==> src/sv/point_box_signed_distance_top_macros.svh <==
// Assertion macros shared by the point-to-box distance RTL.
// Included by every module that carries concurrent assertions.
`ifndef POINT_BOX_SIGNED_DISTANCE_TOP_MACROS_SVH
`define POINT_BOX_SIGNED_DISTANCE_TOP_MACROS_SVH

// The consequent must hold in the same cycle as the antecedent.
`define PBSD_ASSERT_IMP(label, clk, rst, ante, cons, msg) \
   label: assert property (@(posedge clk) disable iff (rst) (ante) |-> (cons)) \
      else $error(msg);

// The consequent must hold in the cycle after the antecedent.
`define PBSD_ASSERT_NXT(label, clk, rst, ante, cons, msg) \
   label: assert property (@(posedge clk) disable iff (rst) (ante) |=> (cons)) \
      else $error(msg);

`endif

==> src/sv/pbsd_pkg.sv <==
// Shared types and sizing constants for the point-to-box distance pipeline.
// No dependencies; every module of the block imports this package.
`timescale 1ns / 1ps

package pbsd_pkg;

   localparam int DIMENSION    = 3;
   localparam int COORD_BITS   = 24;
   localparam int SD_BITS      = 26;
   localparam int AXES         = 3;
   localparam int SQ_BITS      = 2 * COORD_BITS;
   localparam int SUM_BITS     = SQ_BITS + 2;
   localparam int ROOT_BITS    = SUM_BITS / 2;
   localparam int REM_BITS     = ROOT_BITS + 3;
   localparam int FRONT_STAGES = 3;
   localparam int PIPE_STAGES  = FRONT_STAGES + ROOT_BITS + 1;

   typedef logic signed [COORD_BITS-1:0] coord_type;

   typedef struct packed {
      coord_type point_x;
      coord_type point_y;
      coord_type point_z;
      coord_type box_min_x;
      coord_type box_min_y;
      coord_type box_min_z;
      coord_type box_max_x;
      coord_type box_max_y;
      coord_type box_max_z;
   } req_type;

   typedef struct packed {
      logic signed [SD_BITS-1:0] signed_distance;
      logic                      inside_res;
   } rsp_type;

   // Per-axis result of the range test.
   typedef struct packed {
      logic                  outside;
      logic [COORD_BITS-1:0] excess;
      logic [COORD_BITS-1:0] to_lo;
      logic [COORD_BITS-1:0] to_hi;
   } axis_type;

   // Work carried through the square root stages.
   typedef struct packed {
      logic [SUM_BITS-1:0]   radicand;
      logic [REM_BITS-1:0]   rem;
      logic [ROOT_BITS-1:0]  root;
      logic                  in_box;
      logic [COORD_BITS-1:0] near;
   } root_type;

endpackage

==> src/sv/pbsd_front.sv <==
// Front stages: per-axis range test, squares and face minimum, sum of squares.
// Depends on pbsd_pkg and the assertion macro header.
`timescale 1ns / 1ps
`include "point_box_signed_distance_top_macros.svh"

module pbsd_front (
   input  logic                                clock,
   input  logic                                reset,
   input  logic [pbsd_pkg::FRONT_STAGES-1:0]   load,
   input  logic                                req_valid,
   input  pbsd_pkg::req_type                   req_data,
   output logic [pbsd_pkg::FRONT_STAGES-1:0]   valid,
   output pbsd_pkg::root_type                  root_data
);
   import pbsd_pkg::*;

   coord_type pnt  [AXES];
   coord_type bmin [AXES];
   coord_type bmax [AXES];

   logic signed [COORD_BITS:0] diff_lo [AXES];
   logic signed [COORD_BITS:0] diff_hi [AXES];

   axis_type axis_in [AXES];
   axis_type axis_ff [AXES];

   logic [SQ_BITS-1:0]    sq_in [AXES];
   logic [SQ_BITS-1:0]    sq_ff [AXES];
   logic                  inside2_in, inside2_ff;
   logic [COORD_BITS-1:0] near2_in, near2_ff;

   logic [SUM_BITS-1:0]   sum_in, sum_ff;
   logic                  inside3_ff;
   logic [COORD_BITS-1:0] near3_ff;

   logic [FRONT_STAGES-1:0] valid_ff, valid_in;

   assign pnt[0]  = req_data.point_x;
   assign pnt[1]  = req_data.point_y;
   assign pnt[2]  = req_data.point_z;
   assign bmin[0] = req_data.box_min_x;
   assign bmin[1] = req_data.box_min_y;
   assign bmin[2] = req_data.box_min_z;
   assign bmax[0] = req_data.box_max_x;
   assign bmax[1] = req_data.box_max_y;
   assign bmax[2] = req_data.box_max_z;

   // Stage 1: the below test wins over the above test, as for an inverted box.
   for (genvar c = 0; c < AXES; c++) begin : g_axis
      assign diff_lo[c] = (COORD_BITS+1)'(pnt[c]) - (COORD_BITS+1)'(bmin[c]);
      assign diff_hi[c] = (COORD_BITS+1)'(bmax[c]) - (COORD_BITS+1)'(pnt[c]);

      always_comb begin
         axis_in[c].to_lo   = diff_lo[c][COORD_BITS-1:0];
         axis_in[c].to_hi   = diff_hi[c][COORD_BITS-1:0];
         axis_in[c].outside = 1'b0;
         axis_in[c].excess  = '0;
         if (c >= DIMENSION) begin
            // An unused axis never wins the face minimum.
            axis_in[c].to_lo = '1;
            axis_in[c].to_hi = '1;
         end else if (diff_lo[c][COORD_BITS]) begin
            axis_in[c].outside = 1'b1;
            axis_in[c].excess  = COORD_BITS'(-diff_lo[c]);
         end else if (diff_hi[c][COORD_BITS]) begin
            axis_in[c].outside = 1'b1;
            axis_in[c].excess  = COORD_BITS'(-diff_hi[c]);
         end
      end

      assign sq_in[c] = axis_ff[c].excess * axis_ff[c].excess;

      always_ff @(posedge clock) begin
         if (load[0]) begin
            axis_ff[c] <= axis_in[c];
         end
         if (load[1]) begin
            sq_ff[c] <= sq_in[c];
         end
      end
   end

   // Stage 2: the face distances are only meaningful when every axis is in range.
   always_comb begin
      inside2_in = 1'b1;
      near2_in   = '1;
      for (int c = 0; c < AXES; c++) begin
         if (axis_ff[c].outside) begin
            inside2_in = 1'b0;
         end
         if (axis_ff[c].to_lo < near2_in) begin
            near2_in = axis_ff[c].to_lo;
         end
         if (axis_ff[c].to_hi < near2_in) begin
            near2_in = axis_ff[c].to_hi;
         end
      end
   end

   // Stage 3: sum of squared excesses.
   always_comb begin
      sum_in = '0;
      for (int c = 0; c < AXES; c++) begin
         sum_in = sum_in + SUM_BITS'(sq_ff[c]);
      end
   end

   always_ff @(posedge clock) begin
      if (load[1]) begin
         inside2_ff <= inside2_in;
         near2_ff   <= near2_in;
      end
      if (load[2]) begin
         sum_ff     <= sum_in;
         inside3_ff <= inside2_ff;
         near3_ff   <= near2_ff;
      end
   end

   always_comb begin
      valid_in = valid_ff;
      if (load[0]) begin
         valid_in[0] = req_valid;
      end
      for (int s = 1; s < FRONT_STAGES; s++) begin
         if (load[s]) begin
            valid_in[s] = valid_ff[s-1];
         end
      end
   end

   always_ff @(posedge clock) begin
      if (reset) begin
         valid_ff <= '0;
      end else begin
         valid_ff <= valid_in;
      end
   end

   assign valid              = valid_ff;
   assign root_data.radicand = sum_ff;
   assign root_data.rem      = '0;
   assign root_data.root     = '0;
   assign root_data.in_box   = inside3_ff;
   assign root_data.near     = near3_ff;

   `PBSD_ASSERT_IMP(a_inside_no_excess, clock, reset,
      valid_ff[FRONT_STAGES-1] && inside3_ff, sum_ff == '0,
      "inside item carries a nonzero sum of squares")

endmodule

==> config.mk <==
export PLATFORM = sky130hd
export DESIGN_NAME = pbsd_front
export DESIGN_NICKNAME = d
export VERILOG_FILES = /design/src/sv/pbsd_pkg.sv /design/src/sv/pbsd_front.sv
export VERILOG_INCLUDE_DIRS = /design/src /design/src/sv
export SDC_FILE = /design/constraint.sdc
export NUM_CORES = 2
export LEC_CHECK = 0
export BUFFER_PORTS_ARGS = -buffer_cell sky130_fd_sc_hd__clkbuf_2
export CORE_MARGIN = 1.5
export CORE_UTILIZATION = 38
export CTS_CLUSTER_DIAMETER = 150
export DETAILED_ROUTE_END_ITERATION = 12
export HOLD_SLACK_MARGIN = 0.12
export PLACE_DENSITY = 0.51
export SETUP_SLACK_MARGIN = 0.3
export SLEW_MARGIN = 20
export SYNTH_ARGS = -nofsm -noshare
export SYNTH_HDL_FRONTEND = slang
export SYNTH_SLANG_ARGS = --single-unit
export TNS_END_PERCENT = 100
==> constraint.sdc <==
create_clock -name clock -period 33.4 [get_ports clock]
set_input_delay 1.67 -clock clock [delete_from_list [all_inputs] [get_ports clock]]
set_output_delay 1.67 -clock clock [all_outputs]
set_load 0.1 [all_outputs]
==> impl_metrics.py <==
metrics = {
    "die": {
        "die_h_um": 457.8,
        "initial_utilization": 0.3834,
        "coreArea_um2": 205000,
        "die_w_um": 457.8,
        "std_cell_rows": 166,
        "io_pins": 353,
        "die_area_um2": 209600,
    },
    "sta": {
        "report.final.setup_viol": 0,
        "fin_skew_ns": 0.03798,
        "finalSetupTns_ns": 0,
        "slew_viol_final": 0,
        "rsz0062_at_grt": "no",
        "max_freq_mhz": 64.60,
        "finalHoldViolCount": 0,
        "min_period_ns": 15.48,
        "tightest_slew_ns": 1.080,
        "slew_headroom": 0.2802,
        "period_share": 0.4635,
    },
    "status": {
        "outcome": "complete, no violations",
    },
    "hold_path": {
        "hold-path-cell-count": 0,
        "hp-class": "reg -> reg",
    },
    "worst_setup_path": {
        "crit_path_top_delay_cell": "or4b_2",
        "critPathMaxFanout": 34,
        "critical-path-max-stage-delay_ns": 0.68,
        "arrival_ns": 15.91,
        "critPathLaunchType": "flop",
        "ff2ff_path_depth": 63,
        "r2r_slack_ns": 17.92,
        "worstPathRequired_ns": 33.83,
        "cp_common_cell": "a21oi_1",
        "crit_type": "reg -> reg",
        "end_kind": "flop",
    },
    "clock_tree": {
        "cts-resized-gates": 0,
        "cts_max_path_buffers": 3,
        "htreeDepth": 3,
        "ctsHoldBuffers": 0,
        "clkTransAtPathRegs_ns": 0.06,
        "insertion_delay_ns": 0.71,
        "cts_tree": "yes",
        "clock_sinks": 463,
        "post-cts-setup-buffer-count": 0,
        "cts_root_buffer": "clkbuf_16",
        "cts_buffers": 69,
    },
    "logic_synthesis": {
        "synth_cells": 7942,
        "synthFlopType": "edfxtp_1",
        "async_reset_ff_frac": 0,
        "syn-cell-area_um2": 78600,
        "yosys.area.top_type_share": 0.3362,
        "synth_cell_types": 101,
        "ys_warn_count": 0,
        "synth-edff-count": 460,
        "synth_largest_area_cell": "fa_1",
        "synth_sequential_area_ratio": 0.1765,
        "ys_ff_latch": 463,
        "synthTopCellsByArea": "fa_1, edfxtp_1, ha_1",
        "avgSynthCellArea_um2": 9.897,
    },
    "place": {
        "placed_area_um2": 83260,
        "io_buffers": 299,
        "gp_congestion": 0.8914,
        "dpl.hpwl_um": 184800,
    },
    "route": {
        "wl_per_cell_um": 20.53,
        "routed_wl_um": 225400,
        "drt_iter0_markers": 2903,
        "dr.pass1.iters": 5,
        "vias": 54370,
        "vias_per_cell": 4.953,
        "postRouteAntennaNets": 0,
        "drcViolationCount": 0,
    },
    "global_route": {
        "antenna_found_initial": 14,
        "grt_max_degree": 83,
        "grt_pass1_vias": 59580,
        "grt_first_pass_wirelength_um": 352500,
        "overflow": 0,
        "grt_usage": 0.2214,
    },
    "flow_run": {
        "maxCapViolations": 0,
    },
    "final_layout": {
        "syn_to_final_growth_pct": 8.990,
        "fin_nets": 10600,
        "design_area_um2": 85670,
        "nFillCells": 20040,
        "layout-drive-gt1-share": 0.07149,
    },
}
[worst max-delay path: cells and delay by family, from the launching register on]
family                   cells  cell delay [ns]
adder cells (fa/ha/maj)      5             1.60
AND/OR/NAND/NOR             21             4.58
flip-flops                   1             0.40
buffers and inverters        6             1.91
multiplexers                 3             0.96
AO/OA/AOI/OAI               28             5.74
[registers in the layout, summed over array words and instances (netlist names)]
name	cells
axis_ff	219
sq_ff	141
sum_ff	50
near2_ff	24
near3_ff	24
valid	3
inside2_ff	1
inside3_ff	1
[logic make-up (layout without fill, tap and decap cells)]
logic type / after synthesis / in the layout / synth area share
adders and majority gates: 2151 / 2151 / 0.4685
xor gates and xnor gates: 421 / 421 / 0.04691
AOI/OAI and AO/OA: 930 / 930 / 0.07736
and+or+nand+nor: 1812 / 1812 / 0.1176
buffers and inverters: 2084 / 2368 / 0.1025
DFF: 463 / 463 / 0.1765
muxes: 80 / 80 / 0.01063
other: 1 / 63 / 0.00004771
[per-layer routing]
layer / part of all wire / up-vias / track usage
met3: 0.038 / 203 / 0.02355
met2: 0.51 / 1056 / 0.3965
met4: 0.027 / 8 / 0.06036
met5: 0.00021 / - / 0
met1: 0.43 / 27460 / 0.2821
li1: - / 25640 / -
[layout make-up]
cell class	count	area, µm²	area share
diodes	7	17.52	0.0002045
clock buffers	76	1774	0.02071
clock inverters	50	595.6	0.006952
inverters	1858	6974	0.08141
multi-input cells	5450	56910	0.6643
flip-flops and latches	463	13870	0.1619
well taps	2688	3363	0.03926
repair buffers	384	2163	0.02525
[path summary, 6_finish.rpt]
kind                                      from            to
worst max-delay path            axis_ff[0][15]  near2_ff[23]
worst min-delay path              near2_ff[13]  near3_ff[13]
worst max register to register  axis_ff[0][15]  near2_ff[23]
worst min register to register    near2_ff[13]  near3_ff[13]
[layout by cell type (no fill, tap or decap), types with 18 or more instances in the layout]
cell type | synthesis | final
xor2_1 | 141 | 141
nand2_1 | 469 | 469
o21a_1 | 56 | 56
clkbuf_16 | 0 | 70
o211ai_1 | 23 | 23
o21bai_1 | 34 | 34
nor2_1 | 343 | 342
edfxtp_1 | 460 | 460
a31oi_1 | 25 | 24
or3_1 | 37 | 37
and2_1 | 459 | 459
mux2i_1 | 52 | 52
a21oi_1 | 292 | 290
fa_1 | 1320 | 1320
conb_1 | 1 | 56
a21o_1 | 104 | 104
nor2b_1 | 70 | 70
nor4_1 | 24 | 24
o22ai_1 | 65 | 65
nand2b_1 | 53 | 53
nand3b_1 | 18 | 18
nand3_1 | 79 | 79
inv_1 | 1851 | 1851
and3_1 | 35 | 35
nand4_1 | 31 | 31
or2_2 | 31 | 31
nor3_1 | 102 | 102
mux2_2 | 19 | 19
a211oi_1 | 27 | 27
clkbuf_2 | 0 | 296
xnor2_1 | 280 | 279
buf_4 | 56 | 85
o21ai_0 | 139 | 139
ha_1 | 831 | 831
[per-stage QoR]
stage	hold slack, ns	util	setup WS (ns)	instances
CTS	0.4959	0.4177	17.85	10970
floorplan	0.4003	-	20.45	7997
detailed placement	0.4562	0.4062	17.89	10840
finish	0.4912	0.4179	17.92	10980
global placement	0.4786	0.4062	18.12	10840
global route	0.5129	0.4178	16.59	10970
[synthesized netlist by cell type, types with 14 or more instances]
library cell / n
nand2b_1: 53
a21oi_1: 292
nand2_1: 469
inv_1: 1851
ha_1: 831
o2111ai_1: 14
edfxtp_1: 460
mux2_2: 19
fa_1: 1320
a21o_1: 104
clkbuf_1: 163
xnor2_1: 280
nor2_1: 343
buf_4: 56
o21ai_0: 139
nor2b_1: 70
xor2_1: 141
nand4_1: 31
nand3_1: 79
and3_1: 35
or3_1: 37
nand3b_1: 18
o211ai_1: 23
a31oi_1: 25
nor3_1: 102
o22ai_1: 65
nor3b_1: 15
a211oi_1: 27
or2_2: 31
o21a_1: 56
mux2i_1: 52
o21bai_1: 34
and2_1: 459
nor4_1: 24
Power is left out: the tool's default activity adds up to more than one toggle a clock period on the data nets, which glitch-free logic cannot reach.
