## src/sv/point_box_signed_distance_top_macros.svh

```systemverilog
// Assertion macros shared by the point-to-box distance RTL.
// Included by every module that carries concurrent assertions.
`ifndef POINT_BOX_SIGNED_DISTANCE_TOP_MACROS_SVH
`define POINT_BOX_SIGNED_DISTANCE_TOP_MACROS_SVH

// The consequent must hold in the same cycle as the antecedent.
`define PBSD_ASSERT_IMP(label, clk, rst, ante, cons, msg) \
   label: assert property (@(posedge clk) disable iff (rst) (ante) |-> (cons)) \
      else $error(msg);

// The consequent must hold in the cycle after the antecedent.
`define PBSD_ASSERT_NXT(label, clk, rst, ante, cons, msg) \
   label: assert property (@(posedge clk) disable iff (rst) (ante) |=> (cons)) \
      else $error(msg);

`endif

```

## src/sv/pbsd_pkg.sv

```systemverilog
// Shared types and sizing constants for the point-to-box distance pipeline.
// No dependencies; every module of the block imports this package.
`timescale 1ns / 1ps

package pbsd_pkg;

   localparam int DIMENSION    = 3;
   localparam int COORD_BITS   = 24;
   localparam int SD_BITS      = 26;
   localparam int AXES         = 3;
   localparam int SQ_BITS      = 2 * COORD_BITS;
   localparam int SUM_BITS     = SQ_BITS + 2;
   localparam int ROOT_BITS    = SUM_BITS / 2;
   localparam int REM_BITS     = ROOT_BITS + 3;
   localparam int FRONT_STAGES = 3;
   localparam int PIPE_STAGES  = FRONT_STAGES + ROOT_BITS + 1;

   typedef logic signed [COORD_BITS-1:0] coord_type;

   typedef struct packed {
      coord_type point_x;
      coord_type point_y;
      coord_type point_z;
      coord_type box_min_x;
      coord_type box_min_y;
      coord_type box_min_z;
      coord_type box_max_x;
      coord_type box_max_y;
      coord_type box_max_z;
   } req_type;

   typedef struct packed {
      logic signed [SD_BITS-1:0] signed_distance;
      logic                      inside_res;
   } rsp_type;

   // Per-axis result of the range test.
   typedef struct packed {
      logic                  outside;
      logic [COORD_BITS-1:0] excess;
      logic [COORD_BITS-1:0] to_lo;
      logic [COORD_BITS-1:0] to_hi;
   } axis_type;

   // Work carried through the square root stages.
   typedef struct packed {
      logic [SUM_BITS-1:0]   radicand;
      logic [REM_BITS-1:0]   rem;
      logic [ROOT_BITS-1:0]  root;
      logic                  in_box;
      logic [COORD_BITS-1:0] near;
   } root_type;

endpackage

```

## src/sv/pbsd_root_step.sv

```systemverilog
// One stage of the restoring square root: retires one root bit per cycle when its load is high.
// Depends on pbsd_pkg and the assertion macro header.
`timescale 1ns / 1ps
`include "point_box_signed_distance_top_macros.svh"

module pbsd_root_step (
   input  logic               clock,
   input  logic               reset,
   input  logic               load,
   input  logic               in_valid,
   input  pbsd_pkg::root_type in_data,
   output logic               out_valid,
   output pbsd_pkg::root_type out_data
);
   import pbsd_pkg::*;

   logic [REM_BITS-1:0] rem_shift;
   logic [REM_BITS-1:0] trial;
   root_type            step_in, step_ff;
   logic                valid_ff;

   // Bring down the next two radicand bits and try appending a one to the root.
   always_comb begin
      rem_shift        = {in_data.rem[REM_BITS-3:0], in_data.radicand[SUM_BITS-1 -: 2]};
      trial            = REM_BITS'({in_data.root, 2'b01});
      step_in          = in_data;
      step_in.radicand = in_data.radicand << 2;
      if (rem_shift >= trial) begin
         step_in.rem  = rem_shift - trial;
         step_in.root = {in_data.root[ROOT_BITS-2:0], 1'b1};
      end else begin
         step_in.rem  = rem_shift;
         step_in.root = {in_data.root[ROOT_BITS-2:0], 1'b0};
      end
   end

   always_ff @(posedge clock) begin
      if (load) begin
         step_ff <= step_in;
      end
   end

   always_ff @(posedge clock) begin
      if (reset) begin
         valid_ff <= 1'b0;
      end else if (load) begin
         valid_ff <= in_valid;
      end
   end

   assign out_valid = valid_ff;
   assign out_data  = step_ff;

   `PBSD_ASSERT_IMP(a_rem_bound, clock, reset,
      valid_ff, step_ff.rem <= (REM_BITS'(step_ff.root) << 1),
      "square root remainder exceeds twice the partial root")

endmodule
```

## config.mk

```make
export PLATFORM = sky130hd
export DESIGN_NAME = pbsd_root_step
export DESIGN_NICKNAME = d
export VERILOG_FILES = /design/src/sv/pbsd_pkg.sv /design/src/sv/pbsd_root_step.sv
export VERILOG_INCLUDE_DIRS = /design/src /design/src/sv
export SDC_FILE = /design/constraint.sdc
export NUM_CORES = 1
export LEC_CHECK = 0
export ABC_AREA = 1
export BUFFER_PORTS_ARGS = -buffer_cell sky130_fd_sc_hd__buf_2
export CELL_PAD_IN_SITES_DETAIL_PLACEMENT = 1
export CELL_PAD_IN_SITES_GLOBAL_PLACEMENT = 1
export CORE_MARGIN = 4
export CORE_UTILIZATION = 25
export DETAILED_ROUTE_END_ITERATION = 7
export PLACE_DENSITY_LB_ADDON = 0.1
export SLEW_MARGIN = 25
export SYNTH_ARGS = -nofsm -noshare
export SYNTH_HDL_FRONTEND = slang
export SYNTH_SLANG_ARGS = --single-unit
```

## constraint.sdc

```tcl
create_clock -name clock -period 1.63 [get_ports clock]
set_input_delay 0 -clock clock [delete_from_list [all_inputs] [get_ports clock]]
set_output_delay 0 -clock clock [all_outputs]
set_load 0.1 [all_outputs]
```

==> flow_summary.toml, run 1 <==
[run_status]
status = "finished clean"

[global_routing]
antenna_found_initial = 1
grt_pass1_wl_um = 36800
grt_overflow = 0
grt_max_degree = 37
first_global_vias = 6600
grt_usage = 0.168

[worst_hold_path]
min-delay-start = "in_data[127]"
hold_class = "in2reg"
holdPathStages = 4

[critical_path]
cp_max_fo = 6
crit_path_max_incr_delay_ns = 0.35
path_common_cell = "nand2_2"
r2r_cells = 3
cp_cell_sequence = "buf_2 -> inv_1 -> ha_1 -> nand2_1 -> inv_2 -> nand2_2 -> nor2_4 -> nand2_2 -> nor2_2 -> nor2_2 -> nand2_2 -> nor2_4 -> buf_12 -> clkbuf_16 -> o21ai_1"
path_buf_inv = 5
cp_top_family = "simple AND/OR/NAND/NOR gates"
worstSetupPathType = "in2reg"
cp-start-kind = "input port"
setup.worst_path.end_class = "flop"
critPathArrivalTime_ns = 1.71
worst-endpoint-required_ns = 1.80
rr_startpoint = "out_valid"
startpoint = "in_data[31]"
cp.depth = 15
slowest_stage = "ha_1"

[timing]
skew_ns = 0
max_slew_margin = 0.644
fmax_mhz = 652
setup_viol = 0
worst_pin_slew_ns = 0.534
hold_viol_final = 0
tns_ns = 0
fin_crit_sh = 0.941
slew_viol_final = 0
fin_crit_ns = 1.53
rsz0062_at_grt = "no"

[power_and_ir_drop]
power_density_nw_per_um2 = 1140
ir_drop_mv = 0.596
power_leakage_nw = 5.38

[yosys]
synth_top_area_frac = 0.595
yosysWarnings = 0
synth_edf_count = 126
async_flop_share = 0
yosys.area.top_type = "edfxtp_1"
synthTopCellsByCount = "244 x nand2_1, 127 x inv_1, 126 x edfxtp_1, 35 x nand3_1, 35 x nor2_1"
yosysMostFrequentCell = "nand2_1"
synthFlopType = "edfxtp_1"
synth-seq-area-share = 0.598
synth_seq_cells = 127
synth.avg_cell_area_um2 = 9.41
ys_types = 26
synth_area_leaders = "edfxtp_1 59%, nand2_1 14%, inv_1 7.5%"
synth_area_um2 = 6360
syn_inst = 676

[clock_tree]
htree_levels = 4
clock_sinks = 127
clkLatencyLatePin_ns = 0.42
cts_buffers = 17
cts_buffer_depth = 2
path_clk_slew_ns = 0.07
cts-root-buf = "clkbuf_16"
cts_tree = "yes"

[detailed_routing]
first_pass_iters = 4
ant_nets = 0
vias_per_cell = 4.11
drc = 0
routed-via-count = 6206
wl_per_cell_um = 16.2
dr.first_iter.drc_count = 282
wl_um = 24500

[final_layout]
nets = 1326
area_delta_synth_final_pct = 70.3
fillers = 2973
antennaDiodeCount = 0
drive_gt1_frac = 0.359
instances_no_fill = 1510

[die]
num_io_pins = 261
core_region_area_um2 = 25100
die_w_um = 168
die-area_um2 = 28100
initial_core_util = 0.253
fp-row-count = 58
fp.dieH_um = 168

[placement]
portBuffers = 256
dpl.cell_count = 1346
place_congestion = 0.790
post-dp-hpwl_um = 18100

[flow_run]
maxCapViolCount = 0
## per-layer routing
| metal | part of all wire | vias up | global-route usage | routed length (µm) |
|---|---|---|---|---|
| met2 | 0.50 | 175 | 0.296 | 12300 |
| met4 | 0.0081 | 2 | 0.0311 | 199 |
| met3 | 0.054 | 12 | 0.0356 | 1320 |
| met1 | 0.44 | 2894 | 0.216 | 10700 |
| met5 | 0.00053 | - | 0 | 13 |
| li1 | - | 3123 | - | - |
## tightest hold or removal path, stage by stage
cell     delay (ns)
buf_2          0.09
buf_4          0.11
nand2_1        0.05
o21ai_1        0.08
## logic make-up (layout without fill, tap and decap cells)
family,after synthesis,in the layout,synth area share
xor gates and xnor gates,15,15,0.0207
adders and majority gates,27,27,0.0531
AOI/OAI and AO/OA,28,28,0.0226
other,1,2,0.000590
muxes,1,1,0.00157
DFF,127,127,0.598
and+or+nand+nor,335,335,0.215
buffers and inverters,142,645,0.0883
## worst paths after layout
| check | endpoint | slack [ns] |
|---|---|---|
| hold / removal | out_data[51] | 0.02 |
| setup / recovery | out_data[51] | 0.1 |
| setup reg to reg | out_valid | 0.50 |
| hold reg to reg | out_valid | 1.04 |
## layout make-up
cell class / instances / area [µm²] / share of cell area
repair buffers: 478 / 3410 / 0.315
clock inverters: 14 / 144 / 0.0133
clock buffers: 18 / 439 / 0.0405
multi-input cells: 408 / 2110 / 0.195
flip-flops and latches: 127 / 3800 / 0.351
inverters: 135 / 509 / 0.0470
well taps: 330 / 413 / 0.0381
## what timing repair did
action,in CTS,in global routing
endpoints found under the hold margin,144,0
setup endpoints to repair,0,28
setup buffers,0,3
hold buffers,126,0
gates resized for setup,0,26
## cells in the final DEF, fill, tap and decap left out, types with 10 or more instances in the layout
master,count
nand2_1,236
dlygate4sd3_1,124
nand2_2,11
buf_2,255
edfxtp_1,126
nor2_1,33
xnor2_1,10
ha_1,23
inv_1,126
buf_4,86
clkbuf_16,20
a21oi_1,11
nand3_1,35
## registers in the layout, indices dropped and copies added (netlist names)
signal and cells:
out_valid 1, out_data 126
## where the power goes
part	switching [mW]	internal [mW]
combinational	3.28	1.12
sequential	0.0851	3.96
clock	1.67	2.19
## per-stage QoR
step	setup WS, ns	hold slack (ns)	area, µm²	power (mW)	util
after global placement	-0.247	0.172	8760	8.16	0.349
after detailed placement	-0.300	0.172	8760	8.19	0.349
after CTS	0.0174	0.00138	10600	12.4	0.422
final	0.0968	0.0164	10800	12.3	0.431
after global routing	0.00274	0.0109	10800	12.9	0.431
after floorplan	0.0391	0.0724	6360	7.08	-
No activity file was read; power rests on OpenSTA's default activity.
==> inputs of run 2 (changes only) <==
Settings changed: HOLD_SLACK_MARGIN from default to 0.15.
==> run 2 against run 1 <==
  * Sequential cell count unchanged
  * Total power barely moved
  * Setup slack better by 0.0063 ns
  * Design area increased by 0.47%
  * Via count is 0.11% higher
  * Clock power about the same
  * First-iteration DRC count is 17% lower
  * Global-route usage about the same
  * Critical path depth down 1
  * Final cell count rose by 0.13%
  * Register-to-register slack hardly changed
  * Count of clock-buffer cells in the layout stayed put
==> flow_summary.toml, run 2 (synthesis results as in run 1) <==
[run_status]
status = "finished clean"

[timing]
worst_pin_slew_ns = 0.526
fin_crit_sh = 0.937
fmax_mhz = 655
max_slew_margin = 0.652
setup_viol = 0
worst_hold_slack_ns = 0.165
slew_viol_final = 0
rsz0062_at_grt = "no"
hold_viol_final = 0
skew_ns = 0
fin_crit_ns = 1.53

[die]
die_w_um = 168
initial_core_util = 0.253
num_io_pins = 261
fp-row-count = 58
fp.dieH_um = 168
die-area_um2 = 28100
core_region_area_um2 = 25100

[critical_path]
worstSetupPathType = "in2reg"
path_buf_inv = 4
startpoint = "in_data[32]"
cp_top_family = "simple AND/OR/NAND/NOR gates"
path_common_cell = "nand2_2"
critPathArrivalTime_ns = 1.70
rr_endpoint = "out_valid"
cp-start-kind = "input port"
setup.worst_path.end_class = "flop"
crit_path_max_incr_delay_ns = 0.30
cp_cell_sequence = "buf_2 -> inv_1 -> ha_2 -> nand2_2 -> inv_2 -> nand2_2 -> nor2_1 -> nand2_2 -> nor2_2 -> nor2_2 -> nand2_2 -> nor2_4 -> clkbuf_16 -> o21ai_1"
slowest_stage = "ha_2"
rr_startpoint = "out_valid"
worst-endpoint-required_ns = 1.80
cp_max_fo = 6
cp.depth = 14
r2r_cells = 3
crit_end = "out_data[51]"
ff2ff_setup_slack_ns = 0.50

[global_routing]
grt_usage = 0.168
met1_usage = 0.216
grt_busiest_layer = "met2"
grt_overflow = 0
first_global_vias = 6626
gr-usage-met3 = 0.0356
grt_pass1_wl_um = 36900
use_met2 = 0.297
grt_max_degree = 37
antenna_found_initial = 1

[detailed_routing]
dr.first_iter.drc_count = 235
drc = 0
wl_per_cell_um = 16.1
ant_nets = 0
wl_um = 24300
routed-via-count = 6213
first_pass_iters = 4
vias_per_cell = 4.11

[clock_tree]
clock_sinks = 127
cts-root-buf = "clkbuf_16"
cts_buffer_depth = 2
path_clk_slew_ns = 0.07
htree_levels = 4
cts_tree = "yes"
cts_buffers = 17
clkLatencyLatePin_ns = 0.42

[final_layout]
final_common_cell = "buf_2"
nets = 1328
area_delta_synth_final_pct = 71.1
antennaDiodeCount = 0
instances_no_fill = 1512
mostFrequentLayoutCells = "253 x buf_2, 233 x nand2_1, 129 x dlygate4sd3_1"
largest_register_ffs = 126
drive_gt1_frac = 0.362

[placement]
dpl.cell_count = 1346
post-dp-hpwl_um = 18100
portBuffers = 256
place_congestion = 0.790

[worst_hold_path]
hold_class = "in2reg"

[power_and_ir_drop]
power_density_nw_per_um2 = 1130
ir_drop_mv = 0.595
power_leakage_nw = 5.37

[flow_run]
maxCapViolCount = 0
## run 2: changes by cell type in the layout (fill, tap and decap cells not counted), sizes merged
| cell | change |
|---|---|
| buf | -2 |
| clkbuf | -1 |
| dlygate4sd3 | +5 |
## run 2: final cells by class
type | instances | area [µm²]
clock buffer | 18 | 439
timing repair buffer | 480 | 3430
tap | 330 | 413
inverter | 135 | 507
multi-input combinational | 408 | 2150
sequential | 127 | 3800
clock inverter | 14 | 144
fill | 2974 | 14200
## run 2: worst min path at each step
stage                start  depth (start not counted)            to
2_1_floorplan        reset                          1     out_valid
3_3_place_gp         reset                          2     out_valid
3_5_place_dp         reset                          2     out_valid
4_1_cts        in_data[53]                          4  out_data[55]
5_1_grt        in_data[58]                          4  out_data[60]
6_report       in_data[58]                          4  out_data[60]
## run 2: metal layers
layer,vias up,routed length (µm),share of wire
li1,3128,-,-
met3,14,1270,0.052
met2,177,12200,0.50
met1,2892,10600,0.44
met4,2,226,0.0093
met5,-,13,0.00053
## run 2: worst register-to-register path: stages, from the launching register on
cell and delay (ns):
dfxtp_1 0.31, mux2i_1 0.12, nor2_1 0.05, dlygate4sd3_1 0.55
## run 2: per-stage QoR
stage / utilization / power [mW] / area (µm²) / TNS (ns) / setup WS, ns
2_1_floorplan: - / 7.08 / 6360 / 0 / 0.0391
3_3_place_gp: 0.349 / 8.16 / 8760 / -5.95 / -0.247
3_5_place_dp: 0.349 / 8.19 / 8760 / -6.50 / -0.300
4_1_cts: 0.424 / 12.4 / 10700 / 0 / 0.0174
5_1_grt: 0.433 / 12.9 / 10900 / 0 / 0.00206
6_report: 0.433 / 12.3 / 10900 / 0 / 0.103
## run 2: power by group
part / switching, mW / internal [mW] / leakage (nW)
logic: 3.27 / 1.13 / 3.85
registers: 0.0848 / 3.96 / 1.24
clock network: 1.67 / 2.19 / 0.275
total: 5.03 / 7.28 / 5.37
## run 2: repair_timing
| item | 4_1_cts | 5_1_grt |
|---|---|---|
| setup buffers | 0 | 1 |
| endpoints found under the setup margin | 0 | 28 |
| hold buffers | 130 | 1 |
| resized for setup | 0 | 28 |
| hold endpoints to repair | 163 | 1 |
